==> src/design/ubxnav_pkg.sv <==
// Shared types, constants and decode functions for the UBX navigation reply checker.
`default_nettype none

package ubxnav_pkg;

  localparam int MAX_FRAME_BYTES = 80;
  localparam int IDX_W           = $clog2(MAX_FRAME_BYTES + 1);
  localparam int SLOTS           = 12;
  localparam int SLOT_W          = $clog2(SLOTS);
  localparam int POS_W           = 23;
  localparam int WORD_W          = 32;
  localparam int RECIP_W         = 29;
  localparam int PROD_W          = WORD_W + RECIP_W;
  localparam int DIV_SHIFT       = 38;

  // floor(x / 1000) == (x * DIV_RECIP) >> DIV_SHIFT for every 32-bit unsigned x.
  localparam logic [RECIP_W-1:0] DIV_RECIP = 29'h10624DD3;

  localparam logic [7:0] SYNC_CHAR_1 = 8'hB5;
  localparam logic [7:0] SYNC_CHAR_2 = 8'h62;
  localparam logic [7:0] CLASS_NAV   = 8'h01;
  localparam logic [7:0] ID_SOL      = 8'h06;
  localparam logic [7:0] ID_POSLLH   = 8'h02;
  localparam logic [7:0] ID_TIMEUTC  = 8'h21;

  localparam logic [IDX_W-1:0] LEN_SOL     = IDX_W'(56);
  localparam logic [IDX_W-1:0] LEN_POSLLH  = IDX_W'(32);
  localparam logic [IDX_W-1:0] LEN_TIMEUTC = IDX_W'(24);

  localparam logic [7:0] HOUR_MAX   = 8'd23;
  localparam logic [7:0] MINSEC_MAX = 8'd59;

  localparam int FLAG_FIX_OK = 0;
  localparam int FLAG_DGPS   = 1;
  localparam int HDR_SYNC    = 0;
  localparam int HDR_ID      = 1;

  typedef enum logic [1:0] {
    OP_START = 2'd0,
    OP_BYTE  = 2'd1,
    OP_EVAL  = 2'd2
  } opcode_t;

  typedef enum logic [1:0] {
    KIND_SOL     = 2'd0,
    KIND_POSLLH  = 2'd1,
    KIND_TIMEUTC = 2'd2
  } kind_t;

  typedef enum logic [2:0] {
    ST_OK         = 3'd0,
    ST_BAD_SYNC   = 3'd1,
    ST_BAD_ID     = 3'd2,
    ST_BAD_CKSUM  = 3'd3,
    ST_TIME_RANGE = 3'd4,
    ST_SHORT      = 3'd5
  } status_t;

  typedef struct packed {
    logic              hit;
    logic [SLOT_W-1:0] idx;
  } slot_t;

  function automatic logic [IDX_W-1:0] sum_len(input kind_t kind);
    case (kind)
      KIND_POSLLH:  sum_len = LEN_POSLLH;
      KIND_TIMEUTC: sum_len = LEN_TIMEUTC;
      default:      sum_len = LEN_SOL;
    endcase
  endfunction

  function automatic logic [7:0] msg_id(input kind_t kind);
    case (kind)
      KIND_POSLLH:  msg_id = ID_POSLLH;
      KIND_TIMEUTC: msg_id = ID_TIMEUTC;
      default:      msg_id = ID_SOL;
    endcase
  endfunction

  // Which capture slot a frame position lands in, if any.
  function automatic slot_t slot_of(input kind_t kind, input logic [IDX_W-1:0] pos);
    slot_t s;
    s = '0;
    case (kind)
      KIND_POSLLH: begin
        if (pos >= IDX_W'(10) && pos <= IDX_W'(17)) begin
          s.hit = 1'b1;
          s.idx = SLOT_W'(pos - IDX_W'(10));
        end else if (pos >= IDX_W'(22) && pos <= IDX_W'(25)) begin
          s.hit = 1'b1;
          s.idx = SLOT_W'(pos - IDX_W'(14));
        end
      end
      KIND_TIMEUTC: begin
        if (pos >= IDX_W'(22) && pos <= IDX_W'(24)) begin
          s.hit = 1'b1;
          s.idx = SLOT_W'(pos - IDX_W'(22));
        end
      end
      default: begin
        if (pos == IDX_W'(16)) begin
          s.hit = 1'b1;
          s.idx = SLOT_W'(0);
        end else if (pos == IDX_W'(17)) begin
          s.hit = 1'b1;
          s.idx = SLOT_W'(1);
        end else if (pos == IDX_W'(53)) begin
          s.hit = 1'b1;
          s.idx = SLOT_W'(2);
        end
      end
    endcase
    slot_of = s;
  endfunction

endpackage

`default_nettype wire

==> src/design/ubxnav_in_if.sv <==
// Input channel: one beat per command (start, received byte or evaluate).
`default_nettype none

interface ubxnav_in_if;
  logic       valid;
  logic       ready;
  logic [1:0] opcode;
  logic [1:0] msg_kind;
  logic [7:0] rx_byte;

  modport source (output valid, output opcode, output msg_kind, output rx_byte, input ready);
  modport sink   (input valid, input opcode, input msg_kind, input rx_byte, output ready);
endinterface

`default_nettype wire

==> src/design/ubxnav_out_if.sv <==
// Output channel: one beat per evaluate, carrying the status and the held values.
`default_nettype none

interface ubxnav_out_if;
  logic                                valid;
  logic                                ready;
  logic [2:0]                          status;
  logic [7:0]                          fix_type;
  logic                                dgps_used;
  logic [7:0]                          sat_count;
  logic signed [ubxnav_pkg::POS_W-1:0] longitude;
  logic signed [ubxnav_pkg::POS_W-1:0] latitude;
  logic signed [ubxnav_pkg::POS_W-1:0] altitude;
  logic [7:0]                          hours;
  logic [7:0]                          minutes;
  logic [7:0]                          seconds;

  modport source (output valid, output status, output fix_type, output dgps_used,
                  output sat_count, output longitude, output latitude, output altitude,
                  output hours, output minutes, output seconds, input ready);
  modport sink   (input valid, input status, input fix_type, input dgps_used,
                  input sat_count, input longitude, input latitude, input altitude,
                  input hours, input minutes, input seconds, output ready);
endinterface

`default_nettype wire

==> src/design/ubxnav_top.sv <==
// Top level of the UBX navigation reply checker: byte tracking, checksum, capture and evaluation.
//
// The block takes one command beat at a time on the item channel: start a new reply,
// one received byte, or evaluate. Only an evaluate beat produces a result beat.
// A result beat carries the status and every held value.
// The result of an evaluate is offered in the cycle after the evaluate beat
// is accepted. Start and byte beats update the frame state at their accepting edge.
// Throughput: one item beat per cycle while no result waits on a stalled receiver.
// Back-to-back evaluates give one result per cycle while the receiver keeps ready high.
// The position words pass through a three-register divide by 1000 that runs on the
// captured bytes. The last position byte passes the capture, mag, prod and quot registers;
// it sits at frame position 25, nine positions before the first checksum byte.
// Reset clears the byte count, the checksum, the header flags and every held value,
// and leaves no result pending. The captured payload bytes are not reset.
// When a result waits on a stalled receiver, item.ready stays low until that beat is taken.
`default_nettype none

module ubx_nav_response_checker_top (
  input  logic            clk,
  input  logic            rst,
  ubxnav_in_if.sink       item,
  ubxnav_out_if.source    result
);
  import ubxnav_pkg::*;

  logic                    in_fire;
  opcode_t                 opcode;
  logic [IDX_W-1:0]        byte_index;
  kind_t                   expected_kind;
  logic [7:0]              sum_a;
  logic [7:0]              sum_b;
  logic [1:0]              header_flags;
  logic                    checksum_ok;
  logic [7:0]              raw_bytes [SLOTS];
  logic [7:0]              held_fix_type;
  logic                    held_dgps;
  logic [7:0]              held_sats;
  logic signed [POS_W-1:0] held_lon;
  logic signed [POS_W-1:0] held_lat;
  logic signed [POS_W-1:0] held_alt;
  logic [7:0]              held_hours;
  logic [7:0]              held_minutes;
  logic [7:0]              held_seconds;
  logic                    out_valid;
  status_t                 status;

  logic [IDX_W-1:0]        frame_len;
  logic                    byte_take;
  logic [7:0]              sum_a_next;
  logic [7:0]              sum_b_next;
  logic [1:0]              header_flags_next;
  logic                    checksum_ok_next;
  slot_t                   slot;
  status_t                 status_next;
  logic signed [POS_W-1:0] div_lon;
  logic signed [POS_W-1:0] div_lat;
  logic signed [POS_W-1:0] div_alt;

  assign opcode     = opcode_t'(item.opcode);
  assign item.ready = !out_valid || result.ready;
  assign in_fire    = item.valid && item.ready;

  assign frame_len  = sum_len(expected_kind);
  assign byte_take  = in_fire && (opcode == OP_BYTE) && (byte_index < IDX_W'(MAX_FRAME_BYTES));
  assign slot       = slot_of(expected_kind, byte_index);

  // The divides run continuously on the captured words; the last position byte
  // sits well ahead of the checksum, so they have settled before any good evaluate.
  ubxnav_div1000 u_div_lon (
    .clk  (clk),
    .word ({raw_bytes[3], raw_bytes[2], raw_bytes[1], raw_bytes[0]}),
    .quot (div_lon)
  );

  ubxnav_div1000 u_div_lat (
    .clk  (clk),
    .word ({raw_bytes[7], raw_bytes[6], raw_bytes[5], raw_bytes[4]}),
    .quot (div_lat)
  );

  ubxnav_div1000 u_div_alt (
    .clk  (clk),
    .word ({raw_bytes[11], raw_bytes[10], raw_bytes[9], raw_bytes[8]}),
    .quot (div_alt)
  );

  always_comb begin
    sum_a_next        = sum_a;
    sum_b_next        = sum_b;
    header_flags_next = header_flags;
    checksum_ok_next  = checksum_ok;
    if (byte_index == IDX_W'(0) && item.rx_byte != SYNC_CHAR_1) begin
      header_flags_next[HDR_SYNC] = 1'b1;
    end
    if (byte_index == IDX_W'(1) && item.rx_byte != SYNC_CHAR_2) begin
      header_flags_next[HDR_SYNC] = 1'b1;
    end
    if (byte_index == IDX_W'(2) && item.rx_byte != CLASS_NAV) begin
      header_flags_next[HDR_ID] = 1'b1;
    end
    if (byte_index == IDX_W'(3) && item.rx_byte != msg_id(expected_kind)) begin
      header_flags_next[HDR_ID] = 1'b1;
    end
    if (byte_index >= IDX_W'(2) && byte_index < frame_len + IDX_W'(2)) begin
      sum_a_next = sum_a + item.rx_byte;
      sum_b_next = sum_b + sum_a_next;
    end else if (byte_index == frame_len + IDX_W'(2)) begin
      checksum_ok_next = (item.rx_byte == sum_a);
    end else if (byte_index == frame_len + IDX_W'(3)) begin
      checksum_ok_next = checksum_ok && (item.rx_byte == sum_b);
    end
  end

  always_comb begin
    if (byte_index < frame_len + IDX_W'(4)) begin
      status_next = ST_SHORT;
    end else if (!checksum_ok) begin
      status_next = ST_BAD_CKSUM;
    end else if (header_flags[HDR_ID]) begin
      status_next = ST_BAD_ID;
    end else if (header_flags[HDR_SYNC]) begin
      status_next = ST_BAD_SYNC;
    end else if (expected_kind == KIND_TIMEUTC &&
                 (raw_bytes[0] > HOUR_MAX || raw_bytes[1] > MINSEC_MAX ||
                  raw_bytes[2] > MINSEC_MAX)) begin
      status_next = ST_TIME_RANGE;
    end else begin
      status_next = ST_OK;
    end
  end

  always_ff @(posedge clk) begin
    if (rst) begin
      byte_index    <= '0;
      expected_kind <= KIND_SOL;
      sum_a         <= '0;
      sum_b         <= '0;
      header_flags  <= '0;
      checksum_ok   <= 1'b0;
      held_fix_type <= '0;
      held_dgps     <= 1'b0;
      held_sats     <= '0;
      held_lon      <= '0;
      held_lat      <= '0;
      held_alt      <= '0;
      held_hours    <= '0;
      held_minutes  <= '0;
      held_seconds  <= '0;
      out_valid     <= 1'b0;
    end else begin
      if (in_fire && opcode == OP_EVAL) begin
        out_valid <= 1'b1;
      end else if (result.ready) begin
        out_valid <= 1'b0;
      end
      if (in_fire) begin
        case (opcode)
          OP_START: begin
            expected_kind <= (item.msg_kind > 2'(KIND_TIMEUTC)) ? KIND_SOL
                                                                : kind_t'(item.msg_kind);
            byte_index    <= '0;
            sum_a         <= '0;
            sum_b         <= '0;
            header_flags  <= '0;
            checksum_ok   <= 1'b0;
          end
          OP_BYTE: begin
            if (byte_take) begin
              byte_index   <= byte_index + IDX_W'(1);
              sum_a        <= sum_a_next;
              sum_b        <= sum_b_next;
              header_flags <= header_flags_next;
              checksum_ok  <= checksum_ok_next;
            end
          end
          OP_EVAL: begin
            case (expected_kind)
              KIND_POSLLH: begin
                if (status_next == ST_OK) begin
                  held_lon <= div_lon;
                  held_lat <= div_lat;
                  held_alt <= div_alt;
                end
              end
              KIND_TIMEUTC: begin
                // Time bytes are stored even when they fail the range check.
                if (status_next == ST_OK || status_next == ST_TIME_RANGE) begin
                  held_hours   <= raw_bytes[0];
                  held_minutes <= raw_bytes[1];
                  held_seconds <= raw_bytes[2];
                end
              end
              default: begin
                if (status_next == ST_OK) begin
                  if (raw_bytes[1][FLAG_FIX_OK]) begin
                    held_dgps     <= raw_bytes[1][FLAG_DGPS];
                    held_fix_type <= raw_bytes[0];
                  end else begin
                    held_fix_type <= '0;
                  end
                  held_sats <= raw_bytes[2];
                end else begin
                  held_fix_type <= '0;
                end
              end
            endcase
          end
          default: begin
          end
        endcase
      end
    end
  end

  always_ff @(posedge clk) begin
    if (byte_take && slot.hit) begin
      raw_bytes[slot.idx] <= item.rx_byte;
    end
    if (in_fire && opcode == OP_EVAL) begin
      status <= status_next;
    end
  end

  assign result.valid     = out_valid;
  assign result.status    = status;
  assign result.fix_type  = held_fix_type;
  assign result.dgps_used = held_dgps;
  assign result.sat_count = held_sats;
  assign result.longitude = held_lon;
  assign result.latitude  = held_lat;
  assign result.altitude  = held_alt;
  assign result.hours     = held_hours;
  assign result.minutes   = held_minutes;
  assign result.seconds   = held_seconds;

`ifndef NO_ASSERTIONS
  a_index_bound: assert property (@(posedge clk) disable iff (rst)
    byte_index <= IDX_W'(MAX_FRAME_BYTES))
    else $error("byte count ran past the frame limit");

  a_eval_gives_beat: assert property (@(posedge clk) disable iff (rst)
    (in_fire && opcode == OP_EVAL) |=> out_valid)
    else $error("evaluate beat produced no result beat");

  a_beat_from_eval: assert property (@(posedge clk) disable iff (rst)
    $rose(out_valid) |-> $past(in_fire && opcode == OP_EVAL))
    else $error("result beat appeared without an evaluate");

  a_time_range: assert property (@(posedge clk) disable iff (rst)
    (out_valid && status == ST_TIME_RANGE) |->
      (held_hours > HOUR_MAX || held_minutes > MINSEC_MAX || held_seconds > MINSEC_MAX))
    else $error("time range error reported with an in-range time");
`endif

endmodule

`default_nettype wire

==> src/design/ubxnav_div1000.sv <==
// Three-stage pipelined signed divide by 1000, truncating toward zero.
`default_nettype none

module ubxnav_div1000 (
  input  logic                                clk,
  input  logic [ubxnav_pkg::WORD_W-1:0]       word,
  output logic signed [ubxnav_pkg::POS_W-1:0] quot
);
  import ubxnav_pkg::*;

  logic              neg1;
  logic [WORD_W-1:0] mag;
  logic              neg2;
  logic [PROD_W-1:0] prod;
  logic [POS_W-1:0]  q_mag;

  // Work on the magnitude so that the floor of the reciprocal product truncates toward zero.
  always_ff @(posedge clk) begin
    neg1 <= word[WORD_W-1];
    mag  <= word[WORD_W-1] ? (~word + WORD_W'(1)) : word;
    neg2 <= neg1;
    prod <= PROD_W'(mag) * PROD_W'(DIV_RECIP);
    quot <= neg2 ? $signed(~q_mag + POS_W'(1)) : $signed(q_mag);
  end

  assign q_mag = prod[DIV_SHIFT +: POS_W];

endmodule

`default_nettype wire
==> src/flat_wrapper.sv <==
// flat-port wrapper written by rule: the top's interface ports become plain ports
module ubx_nav_response_checker_top_flat import ubxnav_pkg::*;
  (clk, rst, item_valid, item_opcode, item_msg_kind, item_rx_byte, item_ready, result_valid, result_status, result_fix_type, result_dgps_used, result_sat_count, result_longitude, result_latitude, result_altitude, result_hours, result_minutes, result_seconds, result_ready);
  ubxnav_in_if item_i ();
  ubxnav_out_if result_i ();
  input  logic clk;
  input  logic rst;
  input wire logic [$bits(item_i.valid)-1:0] item_valid;
  input wire logic [$bits(item_i.opcode)-1:0] item_opcode;
  input wire logic [$bits(item_i.msg_kind)-1:0] item_msg_kind;
  input wire logic [$bits(item_i.rx_byte)-1:0] item_rx_byte;
  output wire logic [$bits(item_i.ready)-1:0] item_ready;
  output wire logic [$bits(result_i.valid)-1:0] result_valid;
  output wire logic [$bits(result_i.status)-1:0] result_status;
  output wire logic [$bits(result_i.fix_type)-1:0] result_fix_type;
  output wire logic [$bits(result_i.dgps_used)-1:0] result_dgps_used;
  output wire logic [$bits(result_i.sat_count)-1:0] result_sat_count;
  output wire logic [$bits(result_i.longitude)-1:0] result_longitude;
  output wire logic [$bits(result_i.latitude)-1:0] result_latitude;
  output wire logic [$bits(result_i.altitude)-1:0] result_altitude;
  output wire logic [$bits(result_i.hours)-1:0] result_hours;
  output wire logic [$bits(result_i.minutes)-1:0] result_minutes;
  output wire logic [$bits(result_i.seconds)-1:0] result_seconds;
  input wire logic [$bits(result_i.ready)-1:0] result_ready;
  assign item_i.valid = item_valid;
  assign item_i.opcode = item_opcode;
  assign item_i.msg_kind = item_msg_kind;
  assign item_i.rx_byte = item_rx_byte;
  assign item_ready = item_i.ready;
  assign result_valid = result_i.valid;
  assign result_status = result_i.status;
  assign result_fix_type = result_i.fix_type;
  assign result_dgps_used = result_i.dgps_used;
  assign result_sat_count = result_i.sat_count;
  assign result_longitude = result_i.longitude;
  assign result_latitude = result_i.latitude;
  assign result_altitude = result_i.altitude;
  assign result_hours = result_i.hours;
  assign result_minutes = result_i.minutes;
  assign result_seconds = result_i.seconds;
  assign result_i.ready = result_ready;
  ubx_nav_response_checker_top u_core (.clk(clk), .rst(rst), .item(item_i), .result(result_i));
endmodule
==> config.mk <==
export PLATFORM = sky130hd
export DESIGN_NAME = ubx_nav_response_checker_top_flat
export DESIGN_NICKNAME = d
export VERILOG_FILES = /design/src/design/ubxnav_pkg.sv /design/src/design/ubxnav_in_if.sv /design/src/design/ubxnav_out_if.sv /design/src/design/ubxnav_top.sv /design/src/design/ubxnav_div1000.sv /design/src/flat_wrapper.sv
export SDC_FILE = /design/constraint.sdc
export NUM_CORES = 2
export LEC_CHECK = 0
export BUFFER_PORTS_ARGS = -buffer_cell sky130_fd_sc_hd__clkbuf_2
export CORE_UTILIZATION = 45
export DETAILED_ROUTE_END_ITERATION = 8
export GPL_TIMING_DRIVEN = 0
export PLACE_DENSITY = 0.64
export SETUP_SLACK_MARGIN = 0.02
export SKIP_LAST_GASP = 1
export SYNTH_ARGS = -nofsm -noshare
export SYNTH_HDL_FRONTEND = slang
export SYNTH_SLANG_ARGS = --single-unit
export TNS_END_PERCENT = 50
==> constraint.sdc <==
create_clock -name clk -period 13.9 [get_ports clk]
set_input_delay 0.695 -clock clk [delete_from_list [all_inputs] [get_ports clk]]
set_output_delay 0.695 -clock clk [all_outputs]
set_load 0.01 [all_outputs]
# After elaboration in Yosys (flattened, before gate mapping)
# Memory sizes are Yosys's and may differ from the RTL's.
# Cells that the tools add are included.
[word_totals]
ff_bits = 496
mem_bits_rw = 96
input_bits = 16
output_inout_bits = 115
wordCells = 183
memories = 1
[classes]
addsub = 15
n_mul = 3
order_cmp = 13
eq_ne = 25
n_mux = 46
bitwise_logic = 7
n_reduce_logical = 37
[mem_list]
columns = ["name", "depth", "width", "read_ports", "rd_clocked_by_memory_dff", "wr", "line", "rtl"]
rows = [
  ["u_core.raw_bytes", 12, 8, 12, 0, 1, "ubxnav_top.sv:34", "logic [7:0] raw_bytes [SLOTS];"],
]
[ops]
columns = ["cell", "n"]
rows = [
  ["multiplier 32 x 29 -> 61 bit (second input constant)", 3],
  ["adder 32 x 1 -> 32 bit (second input constant)", 3],
  ["NOT 32 bit", 3],
  ["2-to-1 mux 31 bit", 3],
  ["adder 23 x 1 -> 23 bit (second input constant)", 3],
  ["2-to-1 mux 23 bit", 3],
  ["NOT 23 bit", 3],
  ["2-to-1 mux 8 bit", 6],
  ["one-hot mux 8 bit (2 select lines)", 2],
  ["2-to-1 mux 5 bit", 6],
  ["one-hot mux 6 bit (2 select lines)", 2],
  ["AND reduction 4 bit", 6],
  ["<= comparator 7 x 5 -> 1 bit (second input constant)", 3],
  ["adder 8 bit", 2],
  ["equality test 8 bit", 2],
  ["> comparator 8 x 6 -> 1 bit (second input constant)", 2],
  ["logical AND 1 bit", 15],
  ["2-to-1 mux 3 bit", 5],
  ["adder 6 x 2 -> 7 bit (second input constant)", 2],
  ["equality test 7 x 2 -> 1 bit (second input constant)", 2],
  ["equality test 7 x 5 -> 1 bit (second input constant)", 2],
  ["equality test 7 bit", 2],
  ["less-than comparator 7 bit", 2],
  ["one-hot mux 7 bit (2 select lines)", 1],
  ["39 further kinds", 63],
]

# Depth between registers and ports, before layout
# An unclocked memory read counts as a cell.
[depth]
ltp_word = 13
ltp_mapped = 26
ltp_nobuf = 25

# By module
# A second synthesis with hierarchy kept.
[unflattened]
cells_unflattened = 6116
hier_area_um2 = 61285.0
[modules_own_cells]
columns = ["module", "instances", "cells_per_inst", "area_per_inst_um2", "seq_area_each_um2"]
rows = [
  ["ubxnav_div1000 at u_core.u_div_lon", 1, 1749, 17346.6, 1601.5],
  ["ubxnav_div1000 at u_core.u_div_alt", 1, 1732, 17231.5, 1601.5],
  ["ubxnav_div1000 at u_core.u_div_lat", 1, 1738, 17180.2, 1601.5],
  ["ubx_nav_response_checker_top", 1, 897, 9526.6, 5755.5],
]

# Worst setup path before layout
# Ideal clock, no wire load.
[synth_path]
path_type = "reg-to-reg"
start = "reg u_core.u_div_lat.mag[22]"
end = "reg u_core.u_div_lat.prod[59]"
setup_ps = 120
arrival_time_ps = 6688
required_ps = 13780
path_slack_ps = 7092
path_stages_with_launch = 25
path_buffers = 0
period_less_slack_ps = 6808
cell_sequence = "dfxtp_1 -> ha_1 -> fa_1 -> fa_1 -> inv_1 -> fa_1 -> inv_1 -> fa_1 -> inv_1 -> fa_1 -> inv_1 -> fa_1 -> inv_1 -> fa_1 -> inv_1 -> ha_1 -> nand4_1 -> or4_1 -> nor2_1 -> a211oi_1 -> o31ai_1 -> a41oi_1 -> o31ai_1 -> a21oi_1 -> xnor2_1"
[synth_via]
elab_chain_cells = 1
[synth_rtl]
columns = ["element", "line", "rtl"]
rows = [
  ["from (decl)", "ubxnav_div1000.sv:12", "logic [WORD_W-1:0] mag;"],
  ["from (signal assigned)", "ubxnav_div1000.sv:20", "mag <= word[WORD_W-1] ? (~word + WORD_W'(1)) : word;"],
  ["multiplier 32 x 29 -> 61 bit", "ubxnav_div1000.sv:22", "prod <= PROD_W'(mag) * PROD_W'(DIV_RECIP);"],
  ["to (signal assigned)", "ubxnav_div1000.sv:22", ""],
  ["to (decl)", "ubxnav_div1000.sv:14", "logic [PROD_W-1:0] prod;"],
]
# No other way between the ends.
# A chain may end at the register's enable or synchronous reset.

# Final worst setup path
[layout_path]
start = "reg u_core.u_div_lat.mag[10]"
end = "reg u_core.u_div_lat.prod[59]"
# The elaborated chain is that of the path after synthesis.

==> reports/qor.csv <==
metric;value;unit
number of synthesized flops with an enable pin;99;
type of the tightest min-delay check;reg2reg;
max incr delay on CP;880;ps
Core Footprint;132100;sq um
Final Hold Viols;0;
Avg Cell Area, Syn;9.992;sq um
pwr/cell area;45.40;nW/um^2
worst skew pair latency;680;ps
HPWL after DPL;127900;microns
largest net degree at the start of global routing;20;
antenna violations before repair;10;
Tcrit/Tclk final;60.58;%
Synth area leader;fa_1;
CP endpoint kind;flop;
PostCTS Resize Cnt;0;
area of the mapped netlist;60300;sq um
I/O Buffers;129;
I/O pin count;131;
switching share of power;22.65;%
clk_skew;83.98;ps
fillers;12370;
routed via count;41090;
Seq cells post-synth;478;
H-tree Lvls;2;
clock share of power;50.5;%
DIE HEIGHT;368.1;microns
Synth-to-Final Area Change;7.870;%
post-synthesis net count;8144;
Initial Utilization;45.64;%
first-pass iteration count of the detailed router;7;
total CTS buffers;55;
min Tclk post-route;8420;ps
synthesized instance count;6035;
post-layout net count;8333;
FMAX;118.8;MHz
Synth top area share;29.75;%
cell leakage power;33.47;nW
Congestion Overflow GR;0;
top cells by count, synth;inv_1 (1633), ha_1 (1197), fa_1 (896), dfxtp_1 (379), nand2_1 (357);
gr usage total;23.00;%
Pwr Total;2.953;mW
clock buffer depth;3;
CP Data Required Time;14470;ps
Residual DRC;0;
CP cell instances;ha_1, fa_1, fa_1, inv_1, fa_1, inv_1, fa_1, fa_1, fa_1, inv_1, fa_1, inv_1, ha_1, a21oi_1, o21ai_0, a311oi_1, o211ai_1, a211oi_1, o31ai_1, a41oi_1, o31ai_1, a21oi_1, xnor2_1;
Setup crit start kind;flop;
worst slew pin tran;1429;ps
Synth async-reset ratio;0;%
Slowest cell on crit path;dfxtp_1;
CTS tree;yes;
internal power;2.284;mW
Top cell by count, worst path;fa_1;
Finished Cell Area;65040;sq um
Chip Width;368.1;microns
RR Startpoint;u_core.u_div_lat.mag[10]$_DFF_P_;
Post-CTS Setup Inserts;0;
RSZ-0062 raised after global routing;false;
R2R setup slack;5480;ps
P_sw;0.6688;mW
Post-Place Setup Slack;5575;ps
ys flop type;dfxtp_1;
YS warnings;0;
CTS sink cnt;478;
relative slew slack;4.396;%
sequential fraction of the synthesis area;17.51;%
GP Congestion;0.9669;
CTS root buf;clkbuf_16;
HP Start;u_core.u_div_lat.neg1$_DFF_P_;
synth top area cells;fa_1 (30%), ha_1 (25%), dfxtp_1 (13%);
Crit Path Category;reg2reg;
Cell Rows;133;
Starting DRT DRC Count;2188;
share of layout cells above drive strength 1;3.924;%
Final WS setup;5480;ps
worst vdd ir;0.1030;mV
global-route wire length before repair;242000;microns
sequential share of power;48.0;%
Post-CTS Hold Buffers;0;
Worst Setup SP;u_core.u_div_lat.mag[10]$_DFF_P_;
CP arrival;8990;ps
CP max FO;11;
Max-Cap Viols;0;
logic gate share of total power;1.6;%
post-route ant nets;0;
Slew Viols, Final;0;
post-DR vias/cell;5.118;
number of global-route vias before repair;44090;
Final setup viols;0;
clk slew on worst S/H paths;60;ps
DR WL/cell;18.85;microns
final wirelength;151300;microns
Area after DPL;63160;sq um
run status;finished, final reports clean;
die area;135500;sq um
most frequent cell after synthesis;inv_1;
Unique masters post-synth;78;
setup TNS;0;ps
==> placed cells by master, fill, tap and decap left out, types with 21 or more instances in the layout <==
master,Yosys,routed
xor2_1,43,43
nand2b_1,21,21
edfxtp_1,99,99
dfxtp_1,379,379
nor3_1,26,26
xnor2_1,195,195
inv_1,1633,1633
ha_1,1197,1197
o41ai_1,23,23
o31ai_1,55,55
fa_1,896,896
or3_1,26,26
clkbuf_1,67,82
nand2_1,357,357
nor2_1,137,137
nand3_1,62,62
a21oi_1,276,276
or4_1,23,23
clkbuf_16,0,55
a21o_1,71,71
o21ai_0,134,134
clkbuf_2,0,129
nand4_1,35,35
==> cell type report <==
cell class | instances | area [sq um] | share of cell area, %
inverters | 1635 | 6137 | 9.435
flip-flops and latches | 478 | 10560 | 16.24
clock buffers | 75 | 1501 | 2.308
clock inverters | 27 | 364.1 | 0.5598
diodes | 4 | 10.01 | 0.01539
multi-input cells | 3849 | 43300 | 66.57
well taps | 1755 | 2196 | 3.376
plain buffers | 73 | 309.0 | 0.4751
repair buffers | 132 | 668.1 | 1.027
==> registers in the layout, summed over array words and instances (netlist names), 32 cells and up <==
name,count
u_core.raw_bytes,96
u_core.u_div_alt.mag,32
u_core.u_div_lat.mag,32
u_core.u_div_lon.mag,32
==> cells by family (layout without fill, tap and decap cells) <==
family | Yosys count | in the layout | synth area share (%)
other | 0 | 4 | 0
buffers and inverters | 1708 | 1942 | 10.69
XOR/XNOR | 238 | 238 | 3.457
adder cells (fa/ha/maj) | 2093 | 2093 | 54.58
AND/OR/NAND/NOR | 793 | 793 | 6.223
flip-flops | 478 | 478 | 17.51
multiplexers | 9 | 9 | 0.1494
AO/OA/AOI/OAI | 716 | 716 | 7.383
==> metal layers <==
metal	part of all wire [%]	GRT usage, %	wire length, microns	up-vias
met3	7.0	4.895	10600	248
met5	0.077	0	117	-
met1	44	30.43	66060	20280
met2	46	37.21	68940	974
li1	-	-	-	19570
met4	3.7	7.900	5584	16
==> per-stage QoR <==
stage,cells,hold slack [ps],utilization [%]
2_1_floorplan,6035,309.6,-
3_3_place_gp,7919,322.0,47.79
3_5_place_dp,7921,320.7,47.80
4_1_cts,8023,310.2,49.21
5_1_grt,8025,343.4,49.22
6_report,8028,327.0,49.23
==> path summary, 6_finish.rpt <==
path	end	depth (start not counted)
min	u_core.u_div_lat.neg2$_DFF_P_	0
min reg2reg	u_core.u_div_lat.neg2$_DFF_P_	0
max reg2reg	u_core.u_div_lat.prod[59]$_DFF_P_	23
max	u_core.u_div_lat.prod[59]$_DFF_P_	23
==> critical path, delay by kind of cell, from the launching register on <==
family | cells | cell delay, ps
compound gates | 9 | 3020
fa+ha+maj | 9 | 4060
flops | 1 | 880
buf+inv | 4 | 200
xor+xnor | 1 | 150
==> power by group through the flow <==
stage / Clock [mW] / Combinational (mW) / Sequential [mW]
2_1_floorplan: 0 / 0.0203 / 1.45
3_3_place_gp: 0 / 0.0454 / 1.45
3_5_place_dp: 0 / 0.0458 / 1.45
4_1_cts: 1.53 / 0.0460 / 1.42
5_1_grt: 1.58 / 0.0492 / 1.42
6_report: 1.49 / 0.0465 / 1.42
Note: power is estimated with default switching activity, not from simulation.
